===== src/ugcr_pkg.sv =====
package ugcr_pkg;

  typedef enum logic [2:0] {
    S_IDLE,
    S_DECODE,
    S_CLIP_A,
    S_CLIP_B,
    S_SEND
  } state_t;

  typedef enum logic [1:0] {
    ST_OK    = 2'd0,
    ST_STALL = 2'd1,
    ST_GONE  = 2'd2
  } status_t;

  // Source of the reply bytes
  typedef enum logic [2:0] {
    SRC_NONE,
    SRC_DEV,
    SRC_CFG,
    SRC_CAP,
    SRC_CONF,
    SRC_STAT,
    SRC_ZERO
  } src_t;

  // bmRequestType type field
  localparam logic [1:0] KIND_STD    = 2'd0;
  localparam logic [1:0] KIND_CLASS  = 2'd1;
  localparam logic [1:0] KIND_VENDOR = 2'd2;

  localparam logic [4:0] RCP_ENDPOINT = 5'd2;

  // Standard request codes
  localparam logic [7:0] REQ_GET_STATUS     = 8'd0;
  localparam logic [7:0] REQ_CLEAR_FEATURE  = 8'd1;
  localparam logic [7:0] REQ_SET_FEATURE    = 8'd3;
  localparam logic [7:0] REQ_SET_ADDRESS    = 8'd5;
  localparam logic [7:0] REQ_GET_DESCRIPTOR = 8'd6;
  localparam logic [7:0] REQ_GET_CONFIG     = 8'd8;
  localparam logic [7:0] REQ_SET_CONFIG     = 8'd9;
  localparam logic [7:0] REQ_GET_INTERFACE  = 8'd10;
  localparam logic [7:0] REQ_SET_INTERFACE  = 8'd11;

  // Class and vendor request codes
  localparam logic [7:0] VREQ_CAP_A   = 8'h01;
  localparam logic [7:0] VREQ_CAP_B   = 8'h06;
  localparam logic [7:0] VREQ_RUMBLE  = 8'h09;

  // Descriptor types
  localparam logic [7:0] DT_DEVICE = 8'h01;
  localparam logic [7:0] DT_CONFIG = 8'h02;
  localparam logic [7:0] DT_CAP    = 8'h42;

  localparam logic [5:0] DEV_SIZE = 6'd18;
  localparam logic [5:0] CFG_SIZE = 6'd32;
  localparam logic [5:0] CAP_SIZE = 6'd16;

  localparam logic [15:0] RUMBLE_MIN_LEN = 16'd6;
  localparam logic [6:0]  ADDR_MASK      = 7'h7F;

  // Device descriptor, padded with zeros past its 18 bytes
  localparam logic [7:0] DEV_ROM [32] = '{
    8'd18, 8'h01, 8'h10, 8'h01, 8'h00, 8'h00, 8'h00, 8'h08,
    8'h5E, 8'h04, 8'h89, 8'h02, 8'h00, 8'h01, 8'h00, 8'h00,
    8'h00, 8'h01, 8'h00, 8'h00, 8'h00, 8'h00, 8'h00, 8'h00,
    8'h00, 8'h00, 8'h00, 8'h00, 8'h00, 8'h00, 8'h00, 8'h00
  };

  localparam logic [7:0] CFG_ROM [32] = '{
    8'd9,  8'h02, 8'd32, 8'h00, 8'h01, 8'h01, 8'h00, 8'h80,
    8'h32, 8'd9,  8'h04, 8'h00, 8'h00, 8'h02, 8'h58, 8'h42,
    8'h00, 8'h00, 8'd7,  8'h05, 8'h81, 8'h03, 8'h20, 8'h00,
    8'h04, 8'd7,  8'h05, 8'h02, 8'h03, 8'h20, 8'h00, 8'h04
  };

  localparam logic [7:0] CAP_ROM [16] = '{
    8'd16, 8'h42, 8'h00, 8'h01, 8'h01, 8'h01, 8'h14, 8'h06,
    8'hFF, 8'hFF, 8'hFF, 8'h00, 8'h00, 8'h00, 8'h00, 8'h00
  };

  typedef struct packed {
    logic [7:0]  request_type;
    logic [7:0]  request_code;
    logic [15:0] request_value;
    logic [15:0] request_length;
    logic [15:0] host_buffer_size;
    logic [15:0] payload_length;
    logic [15:0] payload_left_level;
    logic [15:0] payload_right_level;
    logic        attached;
  } req_t;

  typedef struct packed {
    logic [1:0]  status;
    logic [15:0] byte_count;
    logic        data_valid;
    logic [7:0]  data_byte;
    logic        last;
    logic [6:0]  device_address;
    logic [7:0]  active_configuration;
    logic        endpoint_halted;
    logic [15:0] rumble_left;
    logic [15:0] rumble_right;
  } rsp_t;

endpackage


===== src/ugcr_if.sv =====
interface ugcr_req_if import ugcr_pkg::*; ();
  logic valid;
  logic ready;
  req_t data;

  modport source(output valid, output data, input ready);
  modport sink(input valid, input data, output ready);
endinterface

interface ugcr_rsp_if import ugcr_pkg::*; ();
  logic valid;
  logic ready;
  rsp_t data;

  modport source(output valid, output data, input ready);
  modport sink(input valid, input data, output ready);
endinterface


===== src/usb_gamepad_control_request_responder.sv =====
// Control-request responder of a USB gamepad.
// req (sink): one setup request per word, with wLength, the room in the
//   host IN buffer, the OUT payload length and rumble levels, and the
//   attach flag. Accepted when valid and ready are both high.
// rsp (source): one word per reply byte, in order; a reply with no data,
//   a stall or a detached device gives a single word. last marks the final
//   word; every word carries the device state as it stands after the request.
// Timing: a request is accepted in IDLE, decoded in DECODE, then the
//   reply length is clipped in two passes through one shared 16-bit
//   comparator (wLength against buffer room, then against reply size).
//   Reply words follow at one per cycle while rsp.ready is high; once the
//   last word is taken the block returns to IDLE. The number of reply
//   bytes is at most 32.
// One request is in flight at a time; req.ready is low until the last
// reply word has been taken.
// Stall: a word held on rsp stays stable until taken; the sequencer waits.
// Reset: synchronous, active high; returns to IDLE and clears the address,
//   configuration, halt flag and both rumble levels.
module usb_gamepad_control_request_responder import ugcr_pkg::*; (
  input  logic         clk,
  input  logic         rst,
  ugcr_req_if.sink     req,
  ugcr_rsp_if.source   rsp
);

  state_t state, state_next;

  // Captured request
  req_t rq;

  // Device state
  logic [6:0]  address_reg;
  logic [7:0]  configuration_reg;
  logic        halt_flag;
  logic [15:0] left_motor_level;
  logic [15:0] right_motor_level;

  // Reply setup
  status_t     status;
  src_t        src;
  logic [5:0]  cap;        // reply size before clipping
  logic        clip;       // clip to wLength and buffer room
  logic        use_plen;   // byte_count reports the OUT payload length
  logic        stat_bit;   // first byte of a get-status reply
  logic [15:0] lim;
  logic [5:0]  n;
  logic [15:0] count;
  logic [4:0]  idx;

  // Decode of the captured request
  logic [1:0]  kind;
  logic [4:0]  recip;
  logic        ep_feature;
  status_t     d_status;
  src_t        d_src;
  logic [5:0]  d_cap;
  logic        d_clip;
  logic        d_plen;
  logic        d_set_addr;
  logic        d_set_cfg;
  logic        d_set_halt;
  logic        d_clr_halt;
  logic        d_rumble;

  // Shared comparator
  logic [15:0] cmp_a;
  logic [15:0] cmp_b;
  logic        cmp_lt;

  logic [7:0]  byte_sel;
  logic        last_word;
  logic        req_fire;
  logic        rsp_fire;

  assign req_fire = req.valid && req.ready;
  assign rsp_fire = rsp.valid && rsp.ready;

  assign kind       = rq.request_type[6:5];
  assign recip      = rq.request_type[4:0];
  assign ep_feature = (recip == RCP_ENDPOINT) && (rq.request_value == 16'd0);

  always_comb begin
    d_status   = ST_STALL;
    d_src      = SRC_NONE;
    d_cap      = 6'd0;
    d_clip     = 1'b0;
    d_plen     = 1'b0;
    d_set_addr = 1'b0;
    d_set_cfg  = 1'b0;
    d_set_halt = 1'b0;
    d_clr_halt = 1'b0;
    d_rumble   = 1'b0;
    if (!rq.attached) begin
      d_status = ST_GONE;
    end else if (kind == KIND_STD) begin
      d_status = ST_OK;
      case (rq.request_code)
        REQ_GET_DESCRIPTOR: begin
          d_clip = 1'b1;
          case (rq.request_value[15:8])
            DT_DEVICE: begin
              d_src = SRC_DEV;
              d_cap = DEV_SIZE;
            end
            DT_CONFIG: begin
              d_src = SRC_CFG;
              d_cap = CFG_SIZE;
            end
            DT_CAP: begin
              d_src = SRC_CAP;
              d_cap = CAP_SIZE;
            end
            default: begin
              d_status = ST_STALL;
              d_clip   = 1'b0;
            end
          endcase
        end
        REQ_SET_ADDRESS: d_set_addr = 1'b1;
        REQ_GET_CONFIG: begin
          if (rq.host_buffer_size != 16'd0) begin
            d_src = SRC_CONF;
            d_cap = 6'd1;
          end
        end
        REQ_SET_CONFIG: d_set_cfg = 1'b1;
        REQ_GET_STATUS: begin
          if (rq.host_buffer_size >= 16'd2) begin
            d_src = SRC_STAT;
            d_cap = 6'd2;
          end
        end
        REQ_CLEAR_FEATURE: d_clr_halt = ep_feature;
        REQ_SET_FEATURE:   d_set_halt = ep_feature;
        REQ_GET_INTERFACE: begin
          if (rq.host_buffer_size != 16'd0) begin
            d_src = SRC_ZERO;
            d_cap = 6'd1;
          end
        end
        REQ_SET_INTERFACE: d_status = ST_OK;
        default:           d_status = ST_STALL;
      endcase
    end else if (kind == KIND_CLASS || kind == KIND_VENDOR) begin
      d_status = ST_OK;
      case (rq.request_code)
        VREQ_CAP_A, VREQ_CAP_B: begin
          d_src  = SRC_CAP;
          d_cap  = CAP_SIZE;
          d_clip = 1'b1;
        end
        VREQ_RUMBLE: begin
          if (rq.payload_length >= RUMBLE_MIN_LEN) begin
            d_rumble = 1'b1;
            d_plen   = 1'b1;
          end
        end
        default: d_status = ST_STALL;
      endcase
    end
  end

  // Operand select of the shared comparator
  always_comb begin
    case (state)
      S_CLIP_A: begin
        cmp_a = rq.request_length;
        cmp_b = rq.host_buffer_size;
      end
      default: begin
        cmp_a = lim;
        cmp_b = {10'd0, cap};
      end
    endcase
  end
  assign cmp_lt = cmp_a < cmp_b;

  assign last_word = (n == 6'd0) || ({1'b0, idx} + 6'd1 == n);

  // Next state
  always_comb begin
    state_next = state;
    case (state)
      S_IDLE:   if (req_fire) state_next = S_DECODE;
      S_DECODE: state_next = S_CLIP_A;
      S_CLIP_A: state_next = S_CLIP_B;
      S_CLIP_B: state_next = S_SEND;
      S_SEND:   if (rsp_fire && last_word) state_next = S_IDLE;
      default:  state_next = S_IDLE;
    endcase
  end

  // Handshake outputs
  always_comb begin
    req.ready = 1'b0;
    rsp.valid = 1'b0;
    case (state)
      S_IDLE:  req.ready = 1'b1;
      S_SEND:  rsp.valid = 1'b1;
      default: begin
        req.ready = 1'b0;
        rsp.valid = 1'b0;
      end
    endcase
  end

  // Reply byte
  always_comb begin
    case (src)
      SRC_DEV:  byte_sel = DEV_ROM[idx];
      SRC_CFG:  byte_sel = CFG_ROM[idx];
      SRC_CAP:  byte_sel = CAP_ROM[idx[3:0]];
      SRC_CONF: byte_sel = configuration_reg;
      SRC_STAT: byte_sel = {7'd0, stat_bit && (idx == 5'd0)};
      default:  byte_sel = 8'h00;
    endcase
  end

  always_comb begin
    rsp.data.status               = status;
    rsp.data.byte_count           = count;
    rsp.data.data_valid           = (n != 6'd0);
    rsp.data.data_byte            = (n != 6'd0) ? byte_sel : 8'h00;
    rsp.data.last                 = last_word;
    rsp.data.device_address       = address_reg;
    rsp.data.active_configuration = configuration_reg;
    rsp.data.endpoint_halted      = halt_flag;
    rsp.data.rumble_left          = left_motor_level;
    rsp.data.rumble_right         = right_motor_level;
  end

  // Control and device state
  always_ff @(posedge clk) begin
    if (rst) begin
      state             <= S_IDLE;
      address_reg       <= 7'd0;
      configuration_reg <= 8'd0;
      halt_flag         <= 1'b0;
      left_motor_level  <= 16'd0;
      right_motor_level <= 16'd0;
    end else begin
      state <= state_next;
      if (state == S_DECODE) begin
        if (d_set_addr) address_reg <= rq.request_value[6:0] & ADDR_MASK;
        if (d_set_cfg)  configuration_reg <= rq.request_value[7:0];
        if (d_set_halt) halt_flag <= 1'b1;
        if (d_clr_halt) halt_flag <= 1'b0;
        if (d_rumble) begin
          left_motor_level  <= rq.payload_left_level;
          right_motor_level <= rq.payload_right_level;
        end
      end
    end
  end

  // Request capture and reply sequencing
  always_ff @(posedge clk) begin
    case (state)
      S_IDLE: begin
        if (req_fire) rq <= req.data;
      end
      S_DECODE: begin
        status   <= d_status;
        src      <= d_src;
        cap      <= d_cap;
        clip     <= d_clip;
        use_plen <= d_plen;
        stat_bit <= (recip == RCP_ENDPOINT) && halt_flag;
      end
      S_CLIP_A: begin
        // take the smaller of wLength and the buffer room, or no limit when not clipping
        if (!clip)       lim <= 16'hFFFF;
        else if (cmp_lt) lim <= rq.request_length;
        else             lim <= rq.host_buffer_size;
      end
      S_CLIP_B: begin
        // then clip against the reply size
        n     <= cmp_lt ? lim[5:0] : cap;
        count <= use_plen ? rq.payload_length
                          : {10'd0, (cmp_lt ? lim[5:0] : cap)};
        idx   <= 5'd0;
      end
      S_SEND: begin
        if (rsp_fire && !last_word) idx <= idx + 5'd1;
      end
      default: begin
        idx <= idx;
      end
    endcase
  end

  // Busy while a reply is pending
  assert property (@(posedge clk) disable iff (rst) rsp.valid |-> !req.ready)
    else $error("request taken while a reply is pending");

  // Data bytes come only with a successful reply
  assert property (@(posedge clk) disable iff (rst)
    (rsp.valid && rsp.data.data_valid) |-> (rsp.data.status == ST_OK))
    else $error("data byte on a failed request");

  // A reply without data is a single word
  assert property (@(posedge clk) disable iff (rst)
    (rsp.valid && !rsp.data.data_valid) |-> rsp.data.last)
    else $error("empty reply not marked last");

  // The last word taken frees the block for the next request
  assert property (@(posedge clk) disable iff (rst)
    (rsp.valid && rsp.ready && rsp.data.last) |=> req.ready)
    else $error("not ready after last reply word");

endmodule

===== src/flat_wrapper.sv =====
// flat-port wrapper written by rule: the top's interface ports become plain ports
module usb_gamepad_control_request_responder_flat import ugcr_pkg::*;
  (clk, rst, req_valid, req_data, req_ready, rsp_valid, rsp_data, rsp_ready);
  ugcr_req_if req_i ();
  ugcr_rsp_if rsp_i ();
  input  logic clk;
  input  logic rst;
  input wire logic [$bits(req_i.valid)-1:0] req_valid;
  input wire logic [$bits(req_i.data)-1:0] req_data;
  output wire logic [$bits(req_i.ready)-1:0] req_ready;
  output wire logic [$bits(rsp_i.valid)-1:0] rsp_valid;
  output wire logic [$bits(rsp_i.data)-1:0] rsp_data;
  input wire logic [$bits(rsp_i.ready)-1:0] rsp_ready;
  assign req_i.valid = req_valid;
  assign req_i.data = req_data;
  assign req_ready = req_i.ready;
  assign rsp_valid = rsp_i.valid;
  assign rsp_data = rsp_i.data;
  assign rsp_i.ready = rsp_ready;
  usb_gamepad_control_request_responder u_core (.clk(clk), .rst(rst), .req(req_i), .rsp(rsp_i));
endmodule

===== config.mk =====
export PLATFORM = sky130hd
export DESIGN_NAME = usb_gamepad_control_request_responder_flat
export DESIGN_NICKNAME = d
export VERILOG_FILES = /design/src/ugcr_pkg.sv /design/src/ugcr_if.sv /design/src/usb_gamepad_control_request_responder.sv /design/src/flat_wrapper.sv
export SDC_FILE = /design/constraint.sdc
export NUM_CORES = 1
export LEC_CHECK = 0
export CAP_MARGIN = 20
export CORE_AREA = 2 2 169 171
export DETAILED_ROUTE_END_ITERATION = 8
export DIE_AREA = 0 0 171 173
export DONT_BUFFER_PORTS = 1
export SYNTH_ARGS = -nofsm -noshare
export SYNTH_HDL_FRONTEND = slang
export SYNTH_SLANG_ARGS = --single-unit

===== constraint.sdc =====
create_clock -name clk -period 12.2 [get_ports clk]
set_input_delay 2.44 -clock clk [delete_from_list [all_inputs] [get_ports clk]]
set_output_delay 2.44 -clock clk [all_outputs]
set_load 0.02 [all_outputs]

# [Word-level counts from Yosys, hierarchy flattened]
# Memories as Yosys holds them, arrays and structs flattened.
# Index checks and enable logic that the tools add are counted.
[word_totals] out_inout_bits=78 in_bits=117 reg_bits=220 memories=3 wordCells=161 romBits=640
[mem_list] name="(no name shown)" words=32 word_bits=8 rd=1 rd_ports_with_merged_regs=0 wr=0 line_no="usb_gamepad_control_request_responder.sv:210" source="SRC_DEV: byte_sel = DEV_ROM[idx];"
[mem_list] name="(no name shown)" words=32 word_bits=8 rd=1 rd_ports_with_merged_regs=0 wr=0 line_no="usb_gamepad_control_request_responder.sv:211" source="SRC_CFG: byte_sel = CFG_ROM[idx];"
[mem_list] name="(no name shown)" words=16 word_bits=8 rd=1 rd_ports_with_merged_regs=0 wr=0 line_no="usb_gamepad_control_request_responder.sv:212" source="SRC_CAP: byte_sel = CAP_ROM[idx[3:0]];"
[classes] n_bitwise=2 order_cmp=5 reduce_logical=32 muxes=64 add_sub_neg=2 n_eq_ne=27
[ops] op="2-to-1 mux 8 bit" n=7
[ops] op="2-to-1 mux 16 bit" n=3
[ops] op="one-hot mux 8 bit (5 select lines)" n=1
[ops] op="one-hot mux 6 bit (3 select lines)" n=2
[ops] op="equality test 8 x 4 -> 1 bit (second input constant)" n=4
[ops] op="2-to-1 mux 1 bit" n=29
[ops] op="2-to-1 mux 6 bit" n=4
[ops] op="2-to-1 mux 3 bit" n=7
[ops] op="equality test 8 x 1 -> 1 bit (second input constant)" n=2
[ops] op="equality test 8 x 2 -> 1 bit (second input constant)" n=2
[ops] op="equality test 8 x 3 -> 1 bit (second input constant)" n=2
[ops] op=">= comparator 16 x 2 -> 1 bit (second input constant)" n=1
[ops] op=">= comparator 16 x 3 -> 1 bit (second input constant)" n=1
[ops] op="logical NOT 16 bit" n=1
[ops] op="< comparator 16 bit" n=1
[ops] op="nonzero test 16 bit" n=1
[ops] op="one-hot mux 3 bit (5 select lines)" n=1
[ops] op="AND reduction 2 bit" n=7
[ops] op="equality test 3 x 2 -> 1 bit (second input constant)" n=4
[ops] op="one-hot mux 3 bit (4 select lines)" n=1
[ops] op="2-to-1 mux 5 bit" n=2
[ops] op="one-hot mux 5 bit (2 select lines)" n=1
[ops] op="equality test 3 bit (second input constant)" n=3
[ops] op="equality test 8 x 7 -> 1 bit (second input constant)" n=1
[ops] op="28 further kinds" n=44

# [Depth between registers and ports, before layout]
# Gate-level depths: netlist of run 1.
[logic_depth] ltp_word=7 depth_mapped=13 ltp_nobuf=9

# [Worst setup path after synthesis of run 1]
# No wires, ideal clock.
[synth_timing] path_type="in2reg" startpoint="input port req_valid" endpoint="register u_core.rq (netlist bit u_core.kind[0]), enable pin" path_stages=1 setup_time_ps=483 arrival_ps=5016 t_required_ps=11717 path_buffers=0 setup_slack_ps=6700 path_cell_list="and2_1"
[synth_via] elab_chain_cells=2
[synth_rtl] element="start, declared" line_no="flat_wrapper.sv:8" source="input wire logic [$bits(req_i.valid)-1:0] req_valid;"
[synth_rtl] element="logical AND 1 bit" line_no="usb_gamepad_control_request_responder.sv:75" source="assign req_fire = req.valid && req.ready;"
[synth_rtl] element="AND reduction 2 bit (no line)"
[synth_rtl] element="end signal, assigned" line_no="usb_gamepad_control_request_responder.sv:260" source="if (req_fire) rq <= req.data;"
[synth_rtl] element="end, declared" line_no="usb_gamepad_control_request_responder.sv:29" source="req_t rq;"
# No other way between the ends.
# A chain may end at the register's enable or synchronous reset.

# [Worst setup path after layout of run 1]
[layout_timing] startpoint="register u_core.idx[2]" endpoint="output port rsp_data[50]"
[layout_via] elab_chain_cells=6 elab_cells_between_ends=13 cone_classes="8 x mux; 2 x bitwise; 3 x memory"
[layout_rtl] element="start, declared" line_no="usb_gamepad_control_request_responder.sv:48" source="logic [4:0] idx;"
[layout_rtl] element="start signal, assigned" line_no="usb_gamepad_control_request_responder.sv:284" source="if (rsp_fire && !last_word) idx <= idx + 5'd1;"
[layout_rtl] element="start signal, assigned" line_no="usb_gamepad_control_request_responder.sv:287" source="idx <= idx;"
[layout_rtl] element="NOT 5 -> 6 bit (implied by the code) or NOT 4 -> 5 bit (tied branches)" line_no="usb_gamepad_control_request_responder.sv:210, usb_gamepad_control_request_responder.sv:211, usb_gamepad_control_request_responder.sv:212"
[layout_rtl] element="memory (32 x 8 bit), or another cell as far along"
[layout_rtl] element="2-to-1 mux 8 bit (on tied branches) (2 in a row)" line_no="usb_gamepad_control_request_responder.sv:211, usb_gamepad_control_request_responder.sv:210, usb_gamepad_control_request_responder.sv:212"
[layout_rtl] element="one-hot mux 8 bit (5 select lines) (*)" line_no="usb_gamepad_control_request_responder.sv:209" source="case (src)"
[layout_rtl] element="2-to-1 mux 8 bit (*)" line_no="usb_gamepad_control_request_responder.sv:223" source="rsp.data.data_byte = (n != 6'd0) ? byte_sel : 8'h00;"
[layout_rtl] element="end, declared" line_no="flat_wrapper.sv:12" source="output wire logic [$bits(rsp_i.data)-1:0] rsp_data;"
# Every way passes the cells marked *; elsewhere a longest branch is shown, timed or not. The select of a mux whose other input is x is not followed.

==> summary.md, run 1 <==
| Metric | Value |
|---|---|
| Status | finished clean |
| VDD IR max | 0.106 mV |
| Leak | 3.62 nW |
| Post-synth ARST share | 0% |
| Met3 capacity usage during global routing | a little under 5% |
| Slowest-stage cell, CP | edfxtp_1 |
| Num CTS Buffers | 24 |
| Syn_area_per_cell | between 10 and 15 um^2 |
| Max Cap Violations | 0 |
| Initial Util | 34.7% |
| Syn_nets | 925 |
| Adder-cell share of the synthesized area | about 3.3% |
| Clock sinks | around 220 |
| CP Launch Type | register |
| Pwr Density | between 150 and 200 nW/um^2 |
| Largest net degree at the start of global routing | 79 |
| Min Tclk post-route | 5.64 ns |
| Layout Utilization | about 39% |
| DR vias | about 5,800 |
| Pre-CTS WS | 7.16 ns |
| Post-route ant nets | 0 |
| Worst clock skew | roughly 0.011 ns |
| CP max stage delay | 0.69 ns |
| Post-CTS sizing | 0 |
| Cell count after synthesis | 783 |
| Post-synth top area cell | edfxtp_1 |
| Fmax | around 0.18 GHz |
| CTS H-tree lvls | 1 |
| CTS tree | done |
| WP data required | 9.76 ns |
| Initial antenna violation count | 8 |
| Final period util | 46.3% |
| Most common cell in the netlist | edfxtp_1 |
| Post-Synth Simple-Gate Area | between 10% and 20% |
| Area share of the largest cell type after synthesis | between 50% and 60% |
| Sum Neg Setup Slack | 0 ns |
| # hold bufs at CTS | 0 |
| Top cells by count, synth | 167 x edfxtp_1, 106 x nand2_1, 53 x a21oi_1, 51 x dfxtp_1, 45 x nor2b_1 |
| Post-Synth XOR/XNOR Area | less than 1% |
| Largest family of logic cells by synthesized area | simple AND/OR/NAND/NOR gates |
| DP HPWL | roughly 15,000 um |
| Biggest register | u_core.rq |
| Reg2Reg Setup Slack | about 8 ns |
| Routed WL per cell | between 15 and 20 um |
| Max Fanout on Critical Path | 22 |
| Slew margin rel. | between 20% and 30% |
| # nets final | between 900 and 1,000 |
| CTS clk-pin slew, worst paths | approximately 0.060 ns |
| Final Hold Vio Count | 0 |
| Top_reg_cell synth | edfxtp_1 |
| Number of global-route vias before repair | roughly 5,600 |
| Number of buffers added on ports | 0 |
| RSZ-0062 raised after global routing | no |
| Clock Path Buffers | 3 |
| Iter 0 DRT Violations | ~440 |
| Root buffer cell | clkbuf_16 |
| First-pass GRT wire length | around 33,000 um |
| Mux contribution to synthesized area | under 10% |
| Register area share after synthesis | between 60% and 70% |
| Core area | 27,600 um^2 |
| Worst hold stages | 2 |
| Final Max Slew Viols | 0 |
| Crit end category | output port |
| Cell Area, Synth | approximately 9600 um^2 |
| R2R depth | 9 |
| Library cells used by synthesis | 60 |
| Worst EP arrival | ~3.2 ns |
| Clock Latency Late Sink | just over 0.5 ns |
| Synth Warn # | 0 |
| Area contributors post-synth | edfxtp_1 52%, dfxtp_1 11%, nand2_1 4.1%, mux2i_1 4.1%, ha_1 3.3% |
| Measured slew at the worst slew-check pin | between 1 and 1.5 ns |
| Global route overflow | 0 |
| Register bit total from synthesis | 218 |
| Largest register FFs | 105 |
| Via density | between 4 and 5 |
| Ports | around 200 |
| Row count | just over 60 |
| Final GP Congestion | 0.875 |
| # Post-CTS Setup Buffers | 0 |
| Cell mode on critical path | inv_1 |
| Worst-path cell chain | inv_1, ha_1, inv_1, a21oi_1, nand2_1, o311a_1, a31oi_1 |
| Router iterations before antenna repair | 5 |
| Die W | 171 um |
| Die H | between 150 and 200 um |
| Post-synth EDFFs | 167 |
| DIE AREA | 29,600 um^2 |
| Final worst slack | around 6.6 ns |
| Hold/Removal Path Class | reg -> reg |
| Residual DRC count | 0 |
| Area grow syn2layout | 12.2% |
| Met1 Usage GRT | between 10% and 20% |
| Gr busiest metal | met2 |
| Wirelength, routed | around 22,000 um |
| Synth Area in Compound Gates | under 10% |
| GRT Resource Usage Total | around 14% |
| WS Path Type | reg -> out |
| Met2 Use GR | between 20% and 30% |
| Hold_ws | slightly above 0.5 ns |
| Share of cells above drive strength 1 | approximately a tenth |
| Final setup violating endpoints | 0 |
==> cells in the final DEF (no fill, tap or decap), drive strengths merged, types with 4 or more instances in the layout <==
| cell | instances |
|---|---|
| edfxtp | 167 |
| nand2 | 106 |
| a21oi | 54 |
| dfxtp | 51 |
| nor2b | 45 |
| mux2i | 39 |
| nor2 | 37 |
| clkbuf | 29 |
| ha | 25 |
| inv | 21 |
| mux2 | 20 |
| nand3 | 19 |
| o21ai | 16 |
| and2 | 15 |
| nor4 | 13 |
| nor3 | 13 |
| nor3b | 10 |
| nand4 | 8 |
| a22oi | 6 |
| xnor2 | 6 |
| diode | 5 |
| a2111o | 5 |
| nand3b | 5 |
| a31oi | 5 |
| clkinvlp | 5 |
| buf | 5 |
| clkinv | 5 |
| nand2b | 4 |
==> per-stage QoR <==
step	power, mW	area, um^2	cells
floorplan	1.03	9590	783
global placement	1.06	9910	1124
detailed placement	1.06	9910	1124
CTS	1.82	10700	1168
global route	1.86	10700	1170
finish	1.79	10800	1173
==> cell type report <==
| cell class | instances | area [um^2] |
|---|---|---|
| Timing Repair Buffer | 5 | 37.5 |
| Tap cell | 378 | 473 |
| Clock buffer | 29 | 661 |
| Inverter | 19 | 71.3 |
| Fill cell | 2657 | 16900 |
| Clock inverter | 15 | 175 |
| Antenna cell | 5 | 12.5 |
| Multi-Input combinational cell | 504 | 3290 |
| Sequential cell | 218 | 6040 |
==> logic make-up after synthesis <==
group	Yosys count
AND/OR/NAND/NOR	295
flip-flops	218
AO/OA/AOI/OAI	115
buffers and inverters	61
multiplexers	60
adder cells (fa/ha/maj)	25
XOR/XNOR	9
==> metal layers <==
layer  vias up  routed length (um)
met3        38                1740
met2       148               10200
met1      2772                9280
met4         6                 451
li1       2854                   -
met5         -                  39
==> path summary, 6_finish.rpt <==
kind,start,to
worst max-delay path,u_core.idx[2],rsp_data[50]
worst min-delay path,u_core.rq[7],u_core.right_motor_level[6]
worst max register to register,u_core.state[1],u_core.n[0]
worst min register to register,u_core.rq[7],u_core.right_motor_level[6]
==> critical path: cells and delay by family (launching register included) <==
family                   cells  cell delay, ns
AO/OA/AOI/OAI                3            1.12
flip-flops                   1            0.69
buffers and inverters        2            0.42
AND/OR/NAND/NOR              1            0.27
adder cells (fa/ha/maj)      1            0.20
==> report_power, final <==
group          leakage [nW]  internal (mW)  switching (mW)  total [mW]
combinational          1.25         0.0577          0.0864       0.144
clock                 0.397          0.453           0.295       0.748
sequential             1.98          0.863          0.0361       0.899
total                  3.62           1.37           0.418        1.79
(Power assumes the default switching activity.)
==> run 2: changes to the inputs <==
==> constraint.sdc (replaced) <==
create_clock -name clk -period 4.7 [get_ports clk]
set_input_delay 0.94 -clock clk [delete_from_list [all_inputs] [get_ports clk]]
set_output_delay 0.94 -clock clk [all_outputs]
set_load 0.02 [all_outputs]
==> run 2 against run 1 <==
First-iteration DRC count up 15%; flip-flop and latch count stayed put; critical path depth up 1; clock skew grew 0.00067 ns; sequential power grew to 2.6 times the previous value; non-clock buffer count increased by 3; die area stayed put; clock power grew to 2.6 times the previous value; critical path type unchanged; largest cell class unchanged.
==> summary.md, run 2 (same netlist as run 1, synthesis figures left out) <==
| Metric | Value |
|---|---|
| Worst clock skew | 0.0116 ns (+0.000669 ns) |
| Final setup violating endpoints | 0 (unchanged) |
| GRT Resource Usage Total | 14.5% (+0.14 points) |
| Slew margin rel. | 32.6% (+3.4 points) |
| Clock Path Buffers | 3 (unchanged) |
| CTS tree | done |
| CTS clk-pin slew, worst paths | 0.06 ns (about the same) |
| Via density | 5.00 (+0.72%) |
| DR vias | 5,875 (+0.98%) |
| Leak | 3.65 nW (+0.77%) |
| Sum Neg Setup Slack | 0 ns (unchanged) |
| Biggest register | u_core.rq |
| Clock Latency Late Sink | 0.51 ns (about the same) |
| Number of global-route vias before repair | 5,729 (+2.0%) |
| Hold_ws | 0.495 ns (-0.0128 ns) |
| Final Max Slew Viols | 0 (unchanged) |
| Crit end category | output port |
| Max Cap Violations | 0 (unchanged) |
| WP data required | 3.76 ns (-6.00 ns) |
| WP buf/inv | 2 (unchanged) |
| Slowest-stage cell, CP | edfxtp_1 |
| Root buffer cell | clkbuf_16 |
| CP max stage delay | 0.59 ns (-0.10 ns) |
| Post-CTS sizing | 0 (unchanged) |
| Pwr Density | 431 nW/um^2 (+160%) |
| Most common cell after layout, fill and taps aside | edfxtp_1 |
| Die W | 171 um (unchanged) |
| Reg2Reg Setup Slack | 1.15 ns (-6.82 ns) |
| Router iterations before antenna repair | 5 (unchanged) |
| Area grow syn2layout | 12.6% |
| CTS H-tree lvls | 1 (unchanged) |
| Ports | 195 (unchanged) |
| Die H | 173 um (unchanged) |
| CP Launch Type | register |
| Initial antenna violation count | 8 (unchanged) |
| Global route overflow | 0 (unchanged) |
| Share of cells above drive strength 1 | 9.46% (-0.54 points) |
| Min Tclk post-route | between 4 and 5 ns |
| Measured slew at the worst slew-check pin | 1.01 ns (-0.0506 ns) |
| Largest register FFs | 105 (unchanged) |
| # hold bufs at CTS | 0 (unchanged) |
| Worst EP arrival | 3.09 ns (-0.11 ns) |
| Placed Instance Area | 9950 um^2 (+0.40%) |
| Largest net degree at the start of global routing | 63 (-20%) |
| Clock sinks | 218 (unchanged) |
| Max Fanout on Critical Path | 11 (-50%) |
| Iter 0 DRT Violations | 512 (+15%) |
| Status | finished clean |
| Worst-path cell chain | ha_1, inv_1, ha_1, inv_1, a21oi_1, nand2_1, o311a_1, a31oi_1 |
| Final period util | 85.8% |
| Wirelength, routed | 21,900 um (+0.75%) |
| Core area | 27,600 um^2 (unchanged) |
| # nets final | 917 (+0.33%) |
| Routed WL per cell | 18.6 um (+0.49%) |
| VDD IR max | 0.257 mV (+140%) |
| Family with the most delay on the worst path | compound AO/OA/AOI/OAI gates |
| Final Hold Vio Count | 0 (unchanged) |
| FILL cells | 2,660 (+0.11%) |
| First-pass GRT wire length | 33,500 um (+1.1%) |
| Number of buffers added on ports | 0 (unchanged) |
| DP HPWL | 15,300 um (+0.85%) |
| Final GP Congestion | 0.879 (+0.45%) |
| Row count | 61 (unchanged) |
| Num CTS Buffers | 24 (unchanged) |
| Fmax | between 0.2 and 0.25 GHz |
| # Post-CTS Setup Buffers | 0 (unchanged) |
| DIE AREA | 29,600 um^2 (unchanged) |
| Finished Cell Area | 10,800 um^2 (+0.40%) |
| Post-route ant nets | 0 (unchanged) |
| Residual DRC count | 0 (unchanged) |
| RSZ-0062 raised after global routing | no |
| Initial Util | 34.7% (unchanged) |
| Hold/Removal Path Class | in -> reg |
| Commonest cells after routing, fill and taps aside | 167 x edfxtp_1, 106 x nand2_1, 53 x a21oi_1 |
| WS Path Type | reg -> out |
[run 2: cell types whose count changed in the layout (fill, tap and decap cells not counted), sizes merged]
cell,change
clkinvlp,-4
buf,+3
clkbuf,+3
clkinv,+1
[run 2: cell type report]
cell class | instances | area (um^2) | share of cell area [%]
Sequential cell | 218 | 6040 | 55.9
Multi-Input combinational cell | 504 | 3290 | 30.5
Clock buffer | 32 | 683 | 6.33
Tap cell | 378 | 473 | 4.38
Clock inverter | 12 | 140 | 1.30
Timing Repair Buffer | 8 | 92.6 | 0.857
Inverter | 19 | 71.3 | 0.660
Antenna cell | 5 | 12.5 | 0.116
[run 2: metal layers]
metal	GRT usage, %	routed length [um]	vias to the layer above
met4	4.41	470	6
met2	23.5	10500	158
met3	4.03	1520	43
li1	-	-	2860
met1	18.8	9370	2808
met5	0	50	-
[run 2: stage by stage]
stage | setup slack, ns | std cells | total power [mW] | util [%]
after floorplan | 0.570 | 783 | 2.67 | -
after global placement | 1.20 | 1126 | 2.76 | 36.0
after detailed placement | 1.17 | 1126 | 2.76 | 36.0
after CTS | 0.685 | 1170 | 4.72 | 39.0
after global routing | 0.464 | 1174 | 4.84 | 39.1
final | 0.667 | 1176 | 4.65 | 39.1
[run 2: power breakdown]
part           internal, mW  switching [mW]  total [mW]  leakage [nW]
registers              2.24          0.0942        2.33          1.98
logic                 0.157           0.227       0.384          1.27
clock network          1.19           0.748        1.94         0.401
total                  3.58            1.07        4.65          3.65
[run 2: worst paths after layout]
check                                startpoint                      endpoint  depth (start not counted)
worst max-delay path              u_core.idx[0]                  rsp_data[50]                          8
worst min-delay path                        rst  u_core.right_motor_level[15]                          1
worst max register to register  u_core.state[2]                 u_core.lim[2]                         10
worst min register to register    u_core.rq[22]    u_core.left_motor_level[5]                          2
[run 2: worst register-to-register path, stage by stage (launching register included)]
cell      delay, ns
dfxtp_1        0.41
nor3b_4        0.27
buf_12         0.27
mux2_2         0.40
ha_1           0.34
a21oi_1        0.21
nand2_1        0.08
a2111o_1       0.52
a21oi_4        0.28
buf_4          0.37
mux2i_1        0.14
